===== src/hdl/three_axis_rate_pid_unit_defines.svh =====
// Assertion macros for the three-axis rate PID unit.
`ifndef THREE_AXIS_RATE_PID_UNIT_DEFINES_SVH
`define THREE_AXIS_RATE_PID_UNIT_DEFINES_SVH
`ifndef SYNTHESIS
// Implication in the same cycle.
`define TARP_ASSERT_NOW(name, ante, cons) \
    name: assert property (@(posedge clk) disable iff (!rst_n) (ante) |-> (cons)) \
        else $error("tarp check failed");
// Implication in the next cycle.
`define TARP_ASSERT_NEXT(name, ante, cons) \
    name: assert property (@(posedge clk) disable iff (!rst_n) (ante) |=> (cons)) \
        else $error("tarp check failed");
`else
`define TARP_ASSERT_NOW(name, ante, cons)
`define TARP_ASSERT_NEXT(name, ante, cons)
`endif
`endif


===== src/hdl/tarp_pkg.sv =====
package tarp_pkg;

    localparam int DivBits = 50;
    localparam logic [1:0] AxisYaw = 2'd2;

    // register indexes
    localparam logic [2:0] RegKpRp    = 3'd0;
    localparam logic [2:0] RegKiRp    = 3'd1;
    localparam logic [2:0] RegKdRp    = 3'd2;
    localparam logic [2:0] RegKpYaw   = 3'd3;
    localparam logic [2:0] RegKiYaw   = 3'd4;
    localparam logic [2:0] RegKdYaw   = 3'd5;
    localparam logic [2:0] RegYawScl  = 3'd6;
    localparam logic [2:0] RegIntLim  = 3'd7;

    typedef struct packed {
        logic signed [15:0] stick_roll;
        logic signed [15:0] stick_pitch;
        logic signed [15:0] stick_yaw;
        logic [14:0]        stick_throttle;
        logic signed [15:0] rate_x;
        logic signed [15:0] rate_y;
        logic signed [15:0] rate_z;
        logic [19:0]        time_step;
    } in_req_t;

    typedef struct packed {
        logic signed [31:0] roll_drive;
        logic signed [31:0] pitch_drive;
        logic signed [31:0] yaw_drive;
        logic [14:0]        throttle_out;
    } out_req_t;

    typedef enum logic [3:0] {
        ST_IDLE, ST_TGT, ST_ERR, ST_INC, ST_PMUL, ST_DMUL, ST_IMUL,
        ST_ILAT, ST_DIV, ST_SUM, ST_DONE
    } state_t;

    typedef enum logic [3:0] {
        OP_NONE, OP_LOAD, OP_TGT, OP_ERR, OP_INC, OP_PMUL, OP_DMUL,
        OP_IMUL, OP_ILAT, OP_SUM, OP_OUT
    } op_t;

    typedef struct packed {
        op_t        op;
        logic [1:0] axis;
    } cmd_t;

    typedef struct packed {
        logic div_done;
    } status_t;

endpackage


===== src/hdl/tarp_ctrl.sv =====
module tarp_ctrl (
    input  logic              clk,
    input  logic              rst_n,
    input  logic              in_valid,
    output logic              in_stall,
    output logic              out_valid,
    input  logic              out_stall,
    input  tarp_pkg::status_t status,
    output tarp_pkg::cmd_t    cmd,
    output tarp_pkg::state_t  state
);

    tarp_pkg::state_t state_reg, state_next;
    logic [1:0] axis_reg, axis_next;
    logic       out_valid_reg, out_valid_next;
    logic       slot_free;

    assign slot_free = !out_valid_reg || !out_stall;

    // next state
    always_comb
    begin
        state_next = state_reg;
        axis_next  = axis_reg;
        unique case (state_reg)
            tarp_pkg::ST_IDLE:
            begin
                if (in_valid)
                begin
                    state_next = tarp_pkg::ST_TGT;
                    axis_next  = 2'd0;
                end
            end
            tarp_pkg::ST_TGT:  state_next = tarp_pkg::ST_ERR;
            tarp_pkg::ST_ERR:  state_next = tarp_pkg::ST_INC;
            tarp_pkg::ST_INC:  state_next = tarp_pkg::ST_PMUL;
            tarp_pkg::ST_PMUL: state_next = tarp_pkg::ST_DMUL;
            tarp_pkg::ST_DMUL: state_next = tarp_pkg::ST_IMUL;
            tarp_pkg::ST_IMUL: state_next = tarp_pkg::ST_ILAT;
            tarp_pkg::ST_ILAT: state_next = tarp_pkg::ST_DIV;
            tarp_pkg::ST_DIV:
            begin
                if (status.div_done)
                    state_next = tarp_pkg::ST_SUM;
            end
            tarp_pkg::ST_SUM:
            begin
                if (axis_reg == tarp_pkg::AxisYaw)
                    state_next = tarp_pkg::ST_DONE;
                else
                begin
                    state_next = tarp_pkg::ST_TGT;
                    axis_next  = axis_reg + 2'd1;
                end
            end
            tarp_pkg::ST_DONE:
            begin
                if (slot_free)
                    state_next = tarp_pkg::ST_IDLE;
            end
            default: state_next = tarp_pkg::ST_IDLE;
        endcase
    end

    // outputs
    always_comb
    begin
        cmd.axis = axis_reg;
        unique case (state_reg)
            tarp_pkg::ST_IDLE: cmd.op = in_valid ? tarp_pkg::OP_LOAD : tarp_pkg::OP_NONE;
            tarp_pkg::ST_TGT:  cmd.op = tarp_pkg::OP_TGT;
            tarp_pkg::ST_ERR:  cmd.op = tarp_pkg::OP_ERR;
            tarp_pkg::ST_INC:  cmd.op = tarp_pkg::OP_INC;
            tarp_pkg::ST_PMUL: cmd.op = tarp_pkg::OP_PMUL;
            tarp_pkg::ST_DMUL: cmd.op = tarp_pkg::OP_DMUL;
            tarp_pkg::ST_IMUL: cmd.op = tarp_pkg::OP_IMUL;
            tarp_pkg::ST_ILAT: cmd.op = tarp_pkg::OP_ILAT;
            tarp_pkg::ST_DIV:  cmd.op = tarp_pkg::OP_NONE;
            tarp_pkg::ST_SUM:  cmd.op = tarp_pkg::OP_SUM;
            tarp_pkg::ST_DONE: cmd.op = slot_free ? tarp_pkg::OP_OUT : tarp_pkg::OP_NONE;
            default:           cmd.op = tarp_pkg::OP_NONE;
        endcase
    end

    // output request valid
    always_comb
    begin
        if (state_reg == tarp_pkg::ST_DONE && slot_free)
            out_valid_next = 1'b1;
        else if (out_valid_reg && !out_stall)
            out_valid_next = 1'b0;
        else
            out_valid_next = out_valid_reg;
    end

    always_ff @(posedge clk or negedge rst_n)
    begin
        if (!rst_n)
        begin
            state_reg     <= tarp_pkg::ST_IDLE;
            axis_reg      <= 2'd0;
            out_valid_reg <= 1'b0;
        end
        else
        begin
            state_reg     <= state_next;
            axis_reg      <= axis_next;
            out_valid_reg <= out_valid_next;
        end
    end

    assign in_stall  = state_reg != tarp_pkg::ST_IDLE;
    assign out_valid = out_valid_reg;
    assign state     = state_reg;

endmodule


===== src/hdl/tarp_dp.sv =====
module tarp_dp (
    input  logic               clk,
    input  logic               rst_n,
    input  logic               cfg_we,
    input  logic [2:0]         cfg_index,
    input  logic [22:0]        cfg_data,
    input  tarp_pkg::in_req_t  in_req,
    input  tarp_pkg::cmd_t     cmd,
    output tarp_pkg::status_t  status,
    output tarp_pkg::out_req_t out_req
);

    // configuration
    logic [15:0] kp_rp_reg, ki_rp_reg, kd_rp_reg;
    logic [15:0] kp_yaw_reg, ki_yaw_reg, kd_yaw_reg, yaw_scl_reg;
    logic [22:0] int_lim_reg;

    tarp_pkg::in_req_t in_reg;
    tarp_pkg::out_req_t out_reg;

    logic signed [23:0] integ_reg [3];
    logic signed [16:0] prev_reg [3];

    logic signed [46:0] prod_reg;
    logic signed [16:0] err_reg;
    logic signed [23:0] acc_reg;
    logic signed [25:0] p_reg;
    logic signed [22:0] i_reg;
    logic signed [31:0] drv_reg [3];
    logic               neg_reg;
    logic [49:0]        quo_reg;
    logic [19:0]        rem_reg;
    logic [5:0]         cnt_reg;

    logic [15:0] kp, ki, kd;
    logic signed [15:0] stick, gyro;
    logic signed [24:0] mul_a;
    logic signed [21:0] mul_b;
    logic signed [46:0] mul_p;
    logic signed [17:0] tgt;
    logic signed [18:0] diff_e;
    logic signed [16:0] err_sat;
    logic signed [17:0] diff_d;
    logic signed [46:0] rnd_w;
    logic signed [32:0] inc;
    logic signed [33:0] acc_sum, lim_w;
    logic signed [23:0] acc_clp;
    logic signed [33:0] num;
    logic [33:0]        mag;
    logic [49:0]        dividend;
    logic [20:0]        rem_sh;
    logic               q_bit;
    logic signed [51:0] dval, total;
    logic signed [31:0] drive;

    // per-axis operand selection
    always_comb
    begin
        if (cmd.axis == tarp_pkg::AxisYaw)
        begin
            kp = kp_yaw_reg;
            ki = ki_yaw_reg;
            kd = kd_yaw_reg;
        end
        else
        begin
            kp = kp_rp_reg;
            ki = ki_rp_reg;
            kd = kd_rp_reg;
        end
        case (cmd.axis)
            2'd0:
            begin
                stick = in_reg.stick_roll;
                gyro  = in_reg.rate_x;
            end
            2'd1:
            begin
                stick = in_reg.stick_pitch;
                gyro  = in_reg.rate_y;
            end
            default:
            begin
                stick = in_reg.stick_yaw;
                gyro  = in_reg.rate_z;
            end
        endcase
    end

    // target and saturated error
    always_comb
    begin
        if (cmd.axis == tarp_pkg::AxisYaw)
        begin
            rnd_w = (prod_reg + 47'sd32768) >>> 16;
            tgt   = rnd_w[17:0];
        end
        else
        begin
            rnd_w = 47'(stick) + 47'sd8;
            tgt   = 18'(rnd_w >>> 4);
        end
        diff_e = 19'(tgt) - 19'(gyro);
        if (diff_e > 19'sd65535)
            err_sat = 17'sd65535;
        else if (diff_e < -19'sd65536)
            err_sat = -17'sd65536;
        else
            err_sat = diff_e[16:0];
        diff_d = 18'(err_reg) - 18'(prev_reg[cmd.axis]);
    end

    // shared multiplier operands
    always_comb
    begin
        case (cmd.op)
            tarp_pkg::OP_TGT:
            begin
                mul_a = 25'(stick);
                mul_b = 22'($signed({6'd0, yaw_scl_reg}));
            end
            tarp_pkg::OP_INC:
            begin
                mul_a = 25'(err_reg);
                mul_b = 22'($signed({2'd0, in_reg.time_step}));
            end
            tarp_pkg::OP_PMUL:
            begin
                mul_a = 25'(err_reg);
                mul_b = 22'($signed({6'd0, kp}));
            end
            tarp_pkg::OP_DMUL:
            begin
                mul_a = 25'(diff_d);
                mul_b = 22'($signed({6'd0, kd}));
            end
            default:
            begin
                mul_a = 25'(acc_reg);
                mul_b = 22'($signed({6'd0, ki}));
            end
        endcase
        mul_p = 47'(mul_a) * 47'(mul_b);
    end

    // integrator update and clamp
    always_comb
    begin
        inc     = 33'((prod_reg + 47'sd8192) >>> 14);
        acc_sum = 34'(integ_reg[cmd.axis]) + 34'(inc);
        lim_w   = $signed({11'd0, int_lim_reg});
        if (acc_sum > lim_w)
            acc_clp = lim_w[23:0];
        else if (acc_sum < -lim_w)
            acc_clp = 24'(-lim_w);
        else
            acc_clp = acc_sum[23:0];
    end

    // divider setup and one restoring step
    always_comb
    begin
        num      = prod_reg[33:0];
        mag      = num[33] ? 34'(-num) : num;
        dividend = {mag[33:0], 16'd0} + 50'(in_reg.time_step >> 1);
        rem_sh   = {rem_reg, quo_reg[49]};
        q_bit    = rem_sh >= {1'b0, in_reg.time_step};
    end

    // final sum and saturation
    always_comb
    begin
        dval  = $signed({2'd0, quo_reg});
        if (neg_reg)
            dval = -dval;
        total = 52'(p_reg) + 52'(i_reg) + dval;
        if (total > 52'sd2147483647)
            drive = 32'h7fff_ffff;
        else if (total < -52'sd2147483648)
            drive = 32'h8000_0000;
        else
            drive = total[31:0];
    end

    // configuration registers
    always_ff @(posedge clk or negedge rst_n)
    begin
        if (!rst_n)
        begin
            kp_rp_reg   <= 16'd8192;
            ki_rp_reg   <= 16'd4915;
            kd_rp_reg   <= 16'd82;
            kp_yaw_reg  <= 16'd32768;
            ki_yaw_reg  <= 16'd8192;
            kd_yaw_reg  <= 16'd164;
            yaw_scl_reg <= 16'd20480;
            int_lim_reg <= 23'd524288;
        end
        else if (cfg_we)
        begin
            unique case (cfg_index)
                tarp_pkg::RegKpRp:   kp_rp_reg   <= cfg_data[15:0];
                tarp_pkg::RegKiRp:   ki_rp_reg   <= cfg_data[15:0];
                tarp_pkg::RegKdRp:   kd_rp_reg   <= cfg_data[15:0];
                tarp_pkg::RegKpYaw:  kp_yaw_reg  <= cfg_data[15:0];
                tarp_pkg::RegKiYaw:  ki_yaw_reg  <= cfg_data[15:0];
                tarp_pkg::RegKdYaw:  kd_yaw_reg  <= cfg_data[15:0];
                tarp_pkg::RegYawScl: yaw_scl_reg <= cfg_data[15:0];
                tarp_pkg::RegIntLim: int_lim_reg <= cfg_data;
                default: ;
            endcase
        end
    end

    // loop state and divider counter
    always_ff @(posedge clk or negedge rst_n)
    begin
        if (!rst_n)
        begin
            for (int k = 0; k < 3; k++)
            begin
                integ_reg[k] <= '0;
                prev_reg[k]  <= '0;
            end
            cnt_reg <= '0;
        end
        else
        begin
            if (cmd.op == tarp_pkg::OP_DMUL)
                integ_reg[cmd.axis] <= acc_reg;
            if (cmd.op == tarp_pkg::OP_IMUL)
            begin
                prev_reg[cmd.axis] <= err_reg;
                cnt_reg <= (in_reg.time_step != 20'd0) ? 6'(tarp_pkg::DivBits) : 6'd0;
            end
            else if (cnt_reg != 6'd0)
                cnt_reg <= cnt_reg - 6'd1;
        end
    end

    // datapath payload registers
    always_ff @(posedge clk)
    begin
        if (cmd.op == tarp_pkg::OP_LOAD)
            in_reg <= in_req;
        if (cmd.op == tarp_pkg::OP_TGT || cmd.op == tarp_pkg::OP_INC ||
            cmd.op == tarp_pkg::OP_PMUL || cmd.op == tarp_pkg::OP_DMUL ||
            cmd.op == tarp_pkg::OP_IMUL)
            prod_reg <= mul_p;
        if (cmd.op == tarp_pkg::OP_ERR)
            err_reg <= err_sat;
        if (cmd.op == tarp_pkg::OP_PMUL)
            acc_reg <= acc_clp;
        if (cmd.op == tarp_pkg::OP_DMUL)
            p_reg <= 26'((prod_reg + 47'sd128) >>> 8);
        if (cmd.op == tarp_pkg::OP_ILAT)
            i_reg <= 23'((prod_reg + 47'sd131072) >>> 18);
        if (cmd.op == tarp_pkg::OP_IMUL)
        begin
            neg_reg <= num[33];
            quo_reg <= (in_reg.time_step != 20'd0) ? dividend : 50'd0;
            rem_reg <= '0;
        end
        else if (cnt_reg != 6'd0)
        begin
            quo_reg <= {quo_reg[48:0], q_bit};
            rem_reg <= q_bit ? 20'(rem_sh - {1'b0, in_reg.time_step}) : rem_sh[19:0];
        end
        if (cmd.op == tarp_pkg::OP_SUM)
            drv_reg[cmd.axis] <= drive;
        if (cmd.op == tarp_pkg::OP_OUT)
        begin
            out_reg.roll_drive   <= drv_reg[0];
            out_reg.pitch_drive  <= drv_reg[1];
            out_reg.yaw_drive    <= drv_reg[2];
            out_reg.throttle_out <= in_reg.stick_throttle;
        end
    end

    assign status.div_done = cnt_reg == 6'd0;
    assign out_req         = out_reg;

endmodule


===== src/hdl/three_axis_rate_pid_unit.sv =====
// Three-axis rate PID unit.
// Input channel (in_valid / in_stall / in_req) carries one control tick:
// sticks, throttle, gyro rates and the time step. Output channel
// (out_valid / out_stall / out_req) returns the three Q16.16 drives and
// the throttle copy, one result per tick.
// Gains, yaw scale and integrator limit must be written by the user via
// cfg_we / cfg_index / cfg_data only while the unit is idle (not enforced).
// Each axis runs through one shared 25x22 multiplier (five products) and a
// restoring divider for the derivative, one quotient bit per cycle for a
// 50-bit quotient (skipped when the time step is zero). A new tick can be
// taken in the cycle after the result is loaded; in_stall is high while a
// tick is in work.
// Reset restores the default gains and clears integrators and previous
// errors. A stalled result is held in the output register; the next tick
// may be accepted and worked on meanwhile, and waits before its own load.
`include "three_axis_rate_pid_unit_defines.svh"
module three_axis_rate_pid_unit (
    input  logic               clk,
    input  logic               rst_n,
    input  logic               in_valid,
    output logic               in_stall,
    input  tarp_pkg::in_req_t  in_req,
    output logic               out_valid,
    input  logic               out_stall,
    output tarp_pkg::out_req_t out_req,
    input  logic               cfg_we,
    input  logic [2:0]         cfg_index,
    input  logic [22:0]        cfg_data
);

    tarp_pkg::cmd_t    cmd;
    tarp_pkg::status_t status;
    tarp_pkg::state_t  state;

    tarp_ctrl u_ctrl (
        .clk       (clk),
        .rst_n     (rst_n),
        .in_valid  (in_valid),
        .in_stall  (in_stall),
        .out_valid (out_valid),
        .out_stall (out_stall),
        .status    (status),
        .cmd       (cmd),
        .state     (state)
    );

    tarp_dp u_dp (
        .clk       (clk),
        .rst_n     (rst_n),
        .cfg_we    (cfg_we),
        .cfg_index (cfg_index),
        .cfg_data  (cfg_data),
        .in_req    (in_req),
        .cmd       (cmd),
        .status    (status),
        .out_req   (out_req)
    );

    `TARP_ASSERT_NEXT(a_accept_busy, in_valid && !in_stall, in_stall)
    `TARP_ASSERT_NOW(a_div_only_in_div, !status.div_done, state == tarp_pkg::ST_DIV || state == tarp_pkg::ST_ILAT)
    `TARP_ASSERT_NOW(a_out_from_done, $rose(out_valid), $past(state) == tarp_pkg::ST_DONE)

endmodule


===== config.mk =====
export PLATFORM = sky130hd
export DESIGN_NAME = three_axis_rate_pid_unit
export DESIGN_NICKNAME = d
export VERILOG_FILES = /design/src/hdl/tarp_pkg.sv /design/src/hdl/tarp_ctrl.sv /design/src/hdl/tarp_dp.sv /design/src/hdl/three_axis_rate_pid_unit.sv
export VERILOG_INCLUDE_DIRS = /design/src /design/src/hdl
export SDC_FILE = /design/constraint.sdc
export NUM_CORES = 2
export LEC_CHECK = 0
export BUFFER_PORTS_ARGS = -buffer_cell sky130_fd_sc_hd__buf_2
export CAP_MARGIN = 5
export CORE_ASPECT_RATIO = 1.2
export CORE_MARGIN = 2
export CORE_UTILIZATION = 64
export CTS_CLUSTER_SIZE = 14
export DETAILED_ROUTE_END_ITERATION = 16
export PLACE_DENSITY = 0.82
export SLEW_MARGIN = 20
export SYNTH_ARGS = -nofsm -noshare
export SYNTH_HDL_FRONTEND = slang
export SYNTH_HIERARCHICAL = 1
export SYNTH_SLANG_ARGS = --single-unit

===== constraint.sdc =====
create_clock -name clk -period 13.3 [get_ports clk]
set_input_delay 3.325 -clock clk [delete_from_list [all_inputs] [get_ports clk]]
set_output_delay 3.325 -clock clk [all_outputs]
set_load 0.005 [all_outputs]

# ---- Word-level counts from Yosys, hierarchy flattened
# Memories as Yosys holds them, arrays and structs flattened. A register that Yosys moved wholly into a read port is not among the register bits.
# Index checks and enable logic that the tools add are counted.
dict set report word_totals {
  mem_count 1
  ramBits 96
  register_bits 624
  romBits 0
  inputBits 162
  latch_bits 0
  word_cells 178
  out_inout_bits 113
}
dict set report op_classes {
  n_addsub 17
  mul 1
  shifts 0
  eq_ne 33
  bitwise_logic 1
  reduce_logical 31
  mux 49
  magnitude_cmp 9
  div 0
}
# memory words width rd rd_clocked_by_memory_dff wr line_no
set mem_list {}
lappend mem_list {u_dp.drv_reg 3 32 3 3 1 tarp_dp.sv:29} ;# logic signed [31:0] drv_reg [3];
# op count
set op_table {}
lappend op_table {{50-bit two-way mux} 3}
lappend op_table {{24-bit two-way mux} 4}
lappend op_table {{20-bit case mux with 4 select lines} 1}
lappend op_table {{25-bit case mux with 3 select lines} 1}
lappend op_table {{72-bit bitwise mux} 1}
lappend op_table {{17-bit two-way mux} 4}
lappend op_table {{32-bit two-way mux} 2}
lappend op_table {{16-bit case mux with 2 select lines} 2}
lappend op_table {{52-bit adder} 1}
lappend op_table {{52-bit by 32-bit greater-than comparator with 1-bit output (second input constant)} 1}
lappend op_table {{52-bit by 32-bit < comparator with 1-bit output (second input constant)} 1}
lappend op_table {{52-bit two-way mux} 1}
lappend op_table {{50-bit negator with 52-bit output} 1}
lappend op_table {{51-bit bitwise mux} 1}
lappend op_table {{50-bit by 19-bit adder with 50-bit output} 1}
lappend op_table {{24-bit binary-select mux with 2-bit select} 1}
lappend op_table {{24-bit demux with 2-bit select} 1}
lappend op_table {{16-bit two-way mux} 3}
lappend op_table {{46-bit by 15-bit adder with 47-bit output (second input constant)} 1}
lappend op_table {{25-bit by 21-bit multiplier with 46-bit output} 1}
lappend op_table {{4-bit case mux with 11 select lines} 1}
lappend op_table {{41-bit by 19-bit adder with 41-bit output (second input constant)} 1}
lappend op_table {{4-bit case mux with 10 select lines} 1}
lappend op_table {{24-bit by 33-bit adder with 34-bit output} 1}
lappend op_table {{55 further kinds} 105}

# ---- Depth between registers and ports, before layout
dict set report logic_depth {
  depth_word 9
  depth_mapped 48
  ltp_nobuf 42
}

# ---- Modules after synthesis
# Netlist, hierarchy kept.
# mod cells_each seq_area_each_um2 instances area_each_um2
set by_module_without_submodules {}
lappend by_module_without_submodules {tarp_dp 6433 22795.6 1 64523.1}
lappend by_module_without_submodules {tarp_ctrl 48 175.2 1 437.9}

# ---- Least setup slack after synthesis
# No wires, ideal clock.
dict set report synth_timing {
  path_kind {input -> register}
  from {input port in_valid}
  to {register u_dp/in_reg[0] (netlist name), enable pin}
  cell_stages 6
  arrival_ps 12902
  path_buffers 1
  setup_ps 782
  path_slack_ps -383
  t_required_ps 12518
  path_cell_list {inv_1 a211o_1 o21ai_0 clkbuf_1 nand2b_1 nor3_1}
}
# item line_no
set synth_rtl {}
lappend synth_rtl {{start, declared} three_axis_rate_pid_unit.sv:20} ;# input logic in_valid,
lappend synth_rtl {{end signal, assigned} tarp_dp.sv:245} ;# in_reg <= in_req;
lappend synth_rtl {{end, declared} tarp_dp.sv:18} ;# tarp_pkg::in_req_t in_reg;

==> impl_metrics.toml <==
[synth]
synth_seq_cells = 816
synth_area_per_cell_um2 = 10.02
synth_compound_area_share_pct = 10.99
synthFlopType = "edfxtp_1"
yosys.area_share.simple_pct = 12.56
synth_xor_area_share_pct = 5.150
synth_top_family_by_area = "adder cells"
synthMuxAreaShare_pct = 5.509
synth.cell_area_um2 = 64960
syn_nets = 7530
yosys.area.top_type = "edfxtp_1"
synthArstFlopShare_pct = 33.21
netlist_top_cells_count = "inv_1, nand2_1, fa_1, edfxtp_1, nor2_1"
synth_edf_count = 525
yosysUniqueCellTypes = 99
yosysTopAreaCellShare_pct = 24.27
yosysMostFrequentCell = "inv_1"
yosys.area_share.adder_pct = 23.48
ys_seq_area_share_pct = 35.36
yosys_warnings = 6
synthTopCellsByArea = "edfxtp_1, fa_1, dfrtp_1, ha_1, inv_1"
synthCells = 6481

[sta]
slew_viol_final = 0
tightest_slew_ps = 1295
fin_skew_ps = 76.32
setup_tns_ps = 0
finalSetupViolations = 0
post-route-min-period_ps = 12640
finalHoldViolCount = 0
period_share_pct = 95.04
fmax_mhz = 79.11
rsz0062_at_grt = "false"
relSlewSlack_pct = 13.66

[critical_path]
crit_path_start_kind = "input port"
worstPathRequired_ps = 13690
crit_top_cell = "fa_1"
slowest_stage = "fa_1"
cp-end-kind = "register"
path_class = "in -> reg"
critPathMaxFanout = 26
arrival_ps = 13040
crit_path_max_incr_delay_ps = 550

[clock_tree]
cts_setup_buffers = 0
clock_latency_ps = 700
cts.repair.resized = 0
cts_tree = "yes"
cts.sinks = 816
clock_path_buffers = 3
hold_buffers = 0
clk_pin_slew_ps = 60
htreeDepth = 3
root_buffer = "clkbuf_16"
cts-buffers-inserted = 85

[detailed_routing]
antenna_left = 0
drtPass1Iterations = 6
wl_met1_um = 69230
wl_per_cell_um = 23.96
drtIter0Drc = 5065
met2_length_um = 93430
via_per_inst = 6.143
num_vias = 50110
wl_met3_um = 16600
drc_errors = 0
finalWirelength_um = 195400
top_layer_used = "met5"

[floorplanning]
die_area_um2 = 104100
rows = 128
core_area_um2 = 101100
die_h_um = 353
initial_core_util_pct = 64.28
die_w_um = 294.8
pin_count = 275

[status]
status = "finished clean"

[placed_design]
gp_congestion = 1.048
io_buffers = 274
dpl.hpwl_um = 154300

[layout]
layout-drive-gt1-share_pct = 13.44
utilization_pct = 70.52
largest_reg_flops = 131
fin_nets = 7767
syn2layout_area_growth_pct = 9.707

[flow_run]
cap_viol_max_count = 0

[global_routing]
antenna_found_initial = 7
gr-total-overflow = 0
grt_pass1_wl_um = 296900
grt_max_degree = 131
grt_pass1_vias = 51150
gr-usage-all-layers_pct = 37.92

[worst_hold_path]
hp-class = "reg -> reg"
-- layout make-up --
cell class,count,area [um^2]
flip-flops and latches,816,22980
clock inverters,46,586.8
clock buffers,108,2336
fillers,7468,29790
well taps,1365,1708
diodes,6,15.01
repair buffers,425,2555
multi-input cells,4491,37710
inverters,899,3374
-- worst max-delay path: cells and delay by family --
family / cells / cell delay [ps]
buffers and inverters: 9 / 1300
AO/OA/AOI/OAI: 11 / 2650
AND/OR/NAND/NOR: 7 / 1940
adder cells (fa/ha/maj): 8 / 3690
XOR/XNOR: 1 / 130
-- routing by layer --
| layer | vias to the layer above | track usage (%) |
|---|---|---|
| met3 | 652 | 7.275 |
| li1 | 22340 | - |
| met5 | - | 0 |
| met1 | 24620 | 45.02 |
| met2 | 2494 | 62.38 |
| met4 | 2 | 26.15 |
-- kinds of logic (layout without fill, tap and decap cells) --
| kind of cell | after synthesis | after routing |
|---|---|---|
| adders and majority gates | 887 | 887 |
| xor gates and xnor gates | 382 | 382 |
| AOI/OAI and AO/OA | 1121 | 1121 |
| muxes | 328 | 328 |
| and+or+nand+nor | 1773 | 1773 |
| other | 0 | 6 |
| DFF | 816 | 816 |
| buffers and inverters | 1174 | 1478 |
-- layout by cell type, fill, tap and decap left out, drive strengths merged, types with 19 or more instances in the layout --
master and count:
a211oi 26, a21o 93, a21oi 296, a221oi 23
a31oi 43, and2 67, and3 37, buf 424
clkbuf 109, clkinv 32, dfrtp 252, dfstp 19
dfxtp 20, edfxtp 525, fa 553, ha 334
inv 899, mux2 236, mux2i 92, nand2 756
nand2b 45, nand3 94, nand4 67, nor2 382
nor2b 76, nor3 97, nor4 26, o211ai 23
o21a 35, o21ai 324, o21bai 22, o31ai 38
or2 30, or3 38, xnor2 233, xor2 149
-- through the flow --
step | setup WS [ps] | cell area (um^2) | hold WS [ps] | instances
after floorplan | 772.1 | 64970 | 400.3 | 6481
after global placement | 304.4 | 68250 | 400.4 | 7992
after detailed placement | 143.5 | 68270 | 404.5 | 7992
after CTS | 809.1 | 71190 | 414.1 | 8146
after global routing | 302.6 | 71260 | 420.2 | 8154
final | 659.3 | 71270 | 415.1 | 8156
-- path summary, 6_finish.rpt --
check | startpoint | cells after the start | endpoint | slack (ps)
max | in_valid | 36 | u_dp/prod_reg[45]$_DFFE_PP_ | 660
min reg2reg | u_dp/drv_reg[2][12]$_DFFE_PP_ | 0 | u_dp/out_req[27]$_DFFE_PN_ | 420
max reg2reg | u_ctrl/axis_reg[1]$_DFFE_PN0P_ | 41 | u_dp/prod_reg[44]$_DFFE_PP_ | 1490
min | u_dp/drv_reg[2][12]$_DFFE_PP_ | 0 | u_dp/out_req[27]$_DFFE_PN_ | 420
min in group asynchronous | rst_n | 1 | u_dp/integ_reg[23]$_DFFE_PN0P_ | 2510
max in group asynchronous | rst_n | 2 | u_dp/kd_yaw_reg[10]$_DFFE_PN0P_ | 9490
Power is left out: the tool's default activity adds up to more than one toggle a clock period on the data nets, which glitch-free logic cannot reach.
